`config.mk`:
```
export PLATFORM = sky130hd
export DESIGN_NAME = nnc_front
export DESIGN_NICKNAME = d
export VERILOG_FILES = /design/src/rtl/nnc_pkg.sv /design/src/rtl/nnc_front.sv
export SDC_FILE = /design/constraint.sdc
export NUM_CORES = 1
export LEC_CHECK = 0
export BUFFER_PORTS_ARGS = -buffer_cell sky130_fd_sc_hd__buf_2
export CAP_MARGIN = 25
export CORE_MARGIN = 3
export CORE_UTILIZATION = 45
export DETAILED_ROUTE_END_ITERATION = 10
export GPL_TIMING_DRIVEN = 0
export PLACE_DENSITY = 0.78
export SLEW_MARGIN = 15
export SYNTH_ARGS = -nofsm -noshare
export SYNTH_HDL_FRONTEND = slang
export SYNTH_SLANG_ARGS = --single-unit
```
`constraint.sdc`:
```
create_clock -name clk -period 5.2 [get_ports clk]
set_input_delay 1.04 -clock clk [delete_from_list [all_inputs] [get_ports clk]]
set_output_delay 1.04 -clock clk [all_outputs]
set_load 0.02 [all_outputs]
```
`src/rtl/nnc_pkg.sv`:
```
// Shared types and constants for the nearest-neighbour classifier.
// No dependencies; every other file in rtl imports this package.
`default_nettype none

package nnc_pkg;

  localparam int MAX_SAMPLES = 64;
  localparam int MAX_DIMS    = 4;

  localparam int NUM_FEAT = 4;
  localparam int FEAT_W   = 16;
  localparam int CLASS_W  = 8;
  localparam int KIND_W   = 2;
  localparam int CFG_W    = 3;
  localparam int DIST_W   = 17;

  localparam logic [CFG_W-1:0] DIMS_RESET = 3'd2;

  localparam int IDX_W  = (MAX_SAMPLES > 1) ? $clog2(MAX_SAMPLES) : 1;
  localparam int CNT_W  = $clog2(MAX_SAMPLES + 1);
  localparam int MAG_W  = FEAT_W;
  localparam int SQ_W   = 2 * MAG_W;
  localparam int SUM_W  = 2 * DIST_W;
  localparam int MEM_W  = NUM_FEAT * FEAT_W + CLASS_W;
  localparam int STEP_W = $clog2(DIST_W);

  localparam int QDEPTH = 2;
  localparam int QPTR_W = $clog2(QDEPTH);
  localparam int QCNT_W = $clog2(QDEPTH + 1);

  typedef enum logic [KIND_W-1:0] {
    KIND_LOAD  = 2'd0,
    KIND_QUERY = 2'd1,
    KIND_CLEAR = 2'd2
  } kind_t;

  typedef struct packed {
    kind_t                             kind;
    logic [NUM_FEAT-1:0][FEAT_W-1:0]   features;
    logic [CLASS_W-1:0]                class_id;
  } item_t;

  typedef enum logic [1:0] {
    BK_IDLE,
    BK_SCAN,
    BK_SQRT
  } back_state_t;

endpackage

`default_nettype wire

```
`src/rtl/nnc_front.sv`:
```
// Front end: takes command transactions, drops unknown kinds and queues the rest.
// Depends on nnc_pkg for the item type and queue depth.
`default_nettype none

module nnc_front (
  input  wire logic                   clk,
  input  wire logic                   rst_n,
  input  wire logic                   start,
  input  wire nnc_pkg::item_t         in_item,
  input  wire logic [nnc_pkg::KIND_W-1:0] in_kind_raw,
  output logic                        busy,
  output logic                        q_valid,
  output nnc_pkg::item_t              q_item,
  input  wire logic                   q_pop
);
  import nnc_pkg::*;

  item_t             q_mem [QDEPTH];
  logic [QPTR_W-1:0] wr_ptr_r, wr_ptr_nxt;
  logic [QPTR_W-1:0] rd_ptr_r, rd_ptr_nxt;
  logic [QCNT_W-1:0] cnt_r, cnt_nxt;
  logic              accept;
  logic              push;
  logic              pop;
  logic              kind_ok;

  always_comb begin
    unique case (in_kind_raw) inside
      KIND_LOAD, KIND_QUERY, KIND_CLEAR: kind_ok = 1'b1;
      default:                           kind_ok = 1'b0;
    endcase
  end

  assign busy    = (cnt_r == QCNT_W'(QDEPTH));
  assign accept  = start && !busy;
  assign push    = accept && kind_ok;
  assign q_valid = (cnt_r != '0);
  assign pop     = q_pop && q_valid;
  assign q_item  = q_mem[rd_ptr_r];

  always_comb begin
    wr_ptr_nxt = push ? wr_ptr_r + 1'b1 : wr_ptr_r;
    rd_ptr_nxt = pop ? rd_ptr_r + 1'b1 : rd_ptr_r;
    cnt_nxt    = cnt_r;
    if (push && !pop) begin
      cnt_nxt = cnt_r + 1'b1;
    end else if (pop && !push) begin
      cnt_nxt = cnt_r - 1'b1;
    end
  end

  always_ff @(posedge clk) begin
    if (!rst_n) begin
      wr_ptr_r <= '0;
      rd_ptr_r <= '0;
      cnt_r    <= '0;
    end else begin
      wr_ptr_r <= wr_ptr_nxt;
      rd_ptr_r <= rd_ptr_nxt;
      cnt_r    <= cnt_nxt;
    end
  end

  always_ff @(posedge clk) begin
    if (push) begin
      q_mem[wr_ptr_r] <= in_item;
    end
  end

endmodule

`default_nettype wire

```
**Yosys cells after proc, flatten, opt, wreduce, memory -nomap -nowiden**

Memories as Yosys holds them, arrays and structs flattened. A register that Yosys moved wholly into a read port is not among the register bits.
Cells that the tools add are included.

- Register bits: 4
- Memory bits (writable): 148
- Input bits: 80
- Output and inout port bits: 76
- Memories: 1

- Add/sub/neg operators: 4
- Equality and inequality tests: 3
- Mux-type cells: 7
- Reductions and logical operators: 12

Memory list:

| memory | depth | bits a word | read ports | clocked after memory_dff | wr ports | line | RTL |
|---|---|---|---|---|---|---|---|
| q_mem | 2 | 74 | 1 | 1 | 1 | nnc_front.sv:18 | `item_t q_mem [QDEPTH];` |

Operator list:

| cell | number |
|---|---|
| logical AND 1 bit | 5 |
| 2-to-1 mux 1 bit | 5 |
| == test 2 bit, second input constant | 2 |
| 2-to-1 mux 2 bit | 2 |
| nonzero test 2 bit | 2 |
| logical NOT 1 bit | 3 |
| OR reduction 3 bit | 1 |
| adder 1 bit, second input constant | 2 |
| adder 2 x 1 -> 2 bit, second input constant | 1 |
| == test 2 x 1 -> 1 bit, second input constant | 1 |
| logical NOT 2 bit | 1 |
| subtractor 2 x 1 -> 2 bit, second input constant | 1 |

**Longest topological paths before layout**

- Word-level depth: 8
- Gate-level depth with buffers: 6

**Worst setup path after synthesis**

OpenSTA, ideal clock, no wires.

- Path type: input port to flip-flop
- Start: input in_kind_raw[0] (netlist bit)
- End: memory q_mem[0][0] (netlist bit), enable pin
- Setup time: 0.515 ns
- Data arrival time: 4.643 ns
- Setup slack: 0.042 ns
- Stages: 2
- Buffers on the path: 0
- Path through: a211oi_4 nor2b_1

- Longest elaborated chain between the ends: 6

Ends and longest elaborated chain:

| element | line | RTL |
|---|---|---|
| start: declaration | nnc_front.sv:10 | `input wire logic [nnc_pkg::KIND_W-1:0] in_kind_raw,` |
| == test 2 x 1 -> 1 bit (no source line) (tied with other cells) | -- |  |
| OR reduction 3 bit (*) | nnc_front.sv:28 | `unique case (in_kind_raw) inside` |
| 2-to-1 mux 1 bit (*) | nnc_front.sv:28 |  |
| logical AND 1 bit (*) | nnc_front.sv:36 | `assign push = accept && kind_ok;` |
| 2-to-1 mux 1 bit (*) | nnc_front.sv:65 | `if (push) begin` |
| 2-to-1 mux 1 bit (not written as such) (*) | nnc_front.sv:66 | `q_mem[wr_ptr_r] <= in_item;` |
| end: declaration | nnc_front.sv:18 |  |

Mark *: on every way between the ends. The rest lies on a longest branch, timed or not.

==> impl_results.md <==
* Vias in the first global route at 3167
* Fraction of layout cells with a size suffix above 1 at 60.72%
* Static leakage at 2.692 nW
* # DRC at 0
* Worst R2R Path Depth at 4
* Tcrit/Tclk final at 53.98%
* CP max stage cell: mux2_2
* #FFs+latches synth at between 150 and 200
* Crit start category: flip-flop
* Cells after Synth at 255
* Achievable clock frequency at 0.3563 GHz
* Post-layout util at 59.75%
* Routed Antenna Nets at 0
* Most frequent cells in the layout: buf_2 (157), edfxtp_1 (148), mux2_2 (74)
* WL/cell at 16.15 µm
* Layout fillers at 921
* Max stage delay on crit path at 350 ps
* Worst r2r dst: q_mem[0][6]$_DFFE_PP_
* Slew HR at 54.70%
* RSZ-0062 raised after global routing: false
* Min cycle time layout at 2807 ps
* Worst r2r src: cnt_r[0]$_SDFFE_PN0P_
* Hold_buf cts at 0
* Post-synth net total at 336
* DR vias/cell at 4.748
* Status: finished clean
* Core area at 12060 µm²
* Hold crit path type: reg2reg
* Clk root buf: clkbuf_16
* Total of max-cap violations at 0
* Die width at 117.4 µm
* # rows at 40
* TritonCTS Buffers at 17
* Most frequent CP cell: buf_2
* Skew-Pair Late Insertion Delay at about 400 ps
* Power Density at about 520 nW/µm²
* Nets@finish at 513
* DPL Wire Length at 6662 µm
* Post-route setup TNS at 0 ps
* CP Cell Sequence: buf_2 > buf_4 > mux2_2 > buf_2
* Worst Tran Pin Value at 678.0 ps
* I/O Buffers at 155
* Ant diodes at 0
* Critical Path AT at 1770 ps
* GRT Util Overall at 14.97%
* Postcts setup bufs at 0
* Worst Setup Path Type: reg2out
* GP Congestion at 0.6855
* First-pass GRT wire length at 15970 µm
* Cell taking the most area after synthesis: edfxtp_1
* Most common cell after layout, fill and taps aside: buf_2
* Placed cell area at 6641 µm²
* Part of the Yosys area used for sequential elements at just over 80%
* Number of synthesis warnings at 0
* Clock Sink Count at 153
* Ports at around 160
* Via count at between 2000 and 3000
* Final hold viol count at 0
* Worst VDD drop at 277.9 µV
* Crit path to: q_item[34]
* CTS tree: built
* Total Power at 3.756 mW
* Die area at between 10000 and 15000 µm²
* Clk buf depth at 2
* R2r setup slk at 3120 ps
* Layout Skew at 4.695 ps
* Number of gates resized after CTS at 0
* Setup violations, final at 0
* Worst Setup End Kind: output pin
* Drt total wl at about 9900 µm
* Htree depth at 4
* Critical-path maximum fanout at 10
* Top cells by area, synth: edfxtp_1 (80%), mux2_2 (15%), dfxtp_1 (1.8%)
* Overflow after GRT at 0
* Worst-path clk slew at ~50 ps
* Fin. max-slew vios at 0
* Starting Density at 46.31%
* Area delta synth->final at 29.03%
* Pin count of the biggest net entering global routing at 44
* Area of the mapped netlist at 5585 µm²
* Netlist cell types at 21
* Fin area at between 7000 and 8000 µm²
* Post-synth top area share at around four fifths
* Die height at 117.4 µm
* WP data required at 4160 ps
* Hold Slack at about 520 ps
* Antenna violations before repair at 0
* Mapped Avg Cell Area at 21.90 µm²
* DR iter-0 viols at roughly 160
* Drt pass-1 iters at 4
-- cells by family (layout without fill, tap and decap cells) --
family	Yosys count	count (layout)	share of synthesized area (%)
mux	75	75	15.10
flops	153	153	81.36
compound gates	4	4	0.6719
xor+xnor	3	3	0.4705
buf+inv	9	197	1.053
simple gates	10	10	1.120
fa+ha+maj	1	1	0.2240
-- cell usage after synthesis --
master and n:
a21boi_1 1, or3_1 1, nor2b_1 1, buf_4 6, mux2i_1 1, nand2_1 1
and2_1 4, o21ai_0 1, nand2b_1 1, dfxtp_1 5, ha_1 1, mux2_2 74
or2_2 1, o21ai_1 1, xnor2_1 2, edfxtp_1 148, inv_1 1, a211oi_4 1
xor2_1 1, buf_2 2, nor2b_2 1
-- where the power goes --
group | switching, mW | internal (mW) | leakage [nW]
combinational | 0.587 | 0.423 | 1.02
clock | 0.431 | 0.742 | 0.264
sequential | 0.0411 | 1.53 | 1.41
total | 1.06 | 2.70 | 2.69
-- metrics by stage --
| stage | instances | worst slack [ps] |
|---|---|---|
| floorplan | 255 | 41.65 |
| global placement | 578 | -1795 |
| detailed placement | 581 | 2428 |
| CTS | 611 | 2336 |
| global route | 611 | 2270 |
| finish | 611 | 2393 |
-- critical path: cells and delay by family (launching register included) --
kind	cells	cell delay (ps)
buffers and inverters	3	700
DFF	1	310
muxes	1	350
-- sequential cells by signal, indices dropped and copies added (netlist names), named ones only --
| register | cells |
|---|---|
| cnt_r | 2 |
| q_mem | 148 |
| rd_ptr_r | 1 |
| wr_ptr_r | 1 |
-- final cells by class --
cell class	instances	area, µm²	area share, %
sequential	153	4544	63.06
multi-input combinational	93	992.2	13.77
timing repair buffer	158	835.8	11.60
clock buffer	20	436.7	6.059
tap	168	210.2	2.917
clock inverter	10	128.9	1.788
buffer	8	55.05	0.7639
inverter	1	3.754	0.05208
-- how the worst min path moves through the flow --
stage / start / to / slack (ps) / depth (start not counted)
floorplan: wr_ptr_r$_SDFFE_PN0P_ / wr_ptr_r$_SDFFE_PN0P_ / 450 / 2
global placement: wr_ptr_r$_SDFFE_PN0P_ / wr_ptr_r$_SDFFE_PN0P_ / 460 / 2
detailed placement: wr_ptr_r$_SDFFE_PN0P_ / wr_ptr_r$_SDFFE_PN0P_ / 520 / 2
finish: wr_ptr_r$_SDFFE_PN0P_ / wr_ptr_r$_SDFFE_PN0P_ / 520 / 2
CTS: wr_ptr_r$_SDFFE_PN0P_ / wr_ptr_r$_SDFFE_PN0P_ / 530 / 2
global route: wr_ptr_r$_SDFFE_PN0P_ / wr_ptr_r$_SDFFE_PN0P_ / 570 / 2
-- routing by layer --
layer,global-route usage (%),routed length (µm)
met2,26.01,5064
met4,6.818,187
met5,0,0
met1,16.59,4043
met3,5.159,575
No activity file was read; power rests on OpenSTA's default activity.
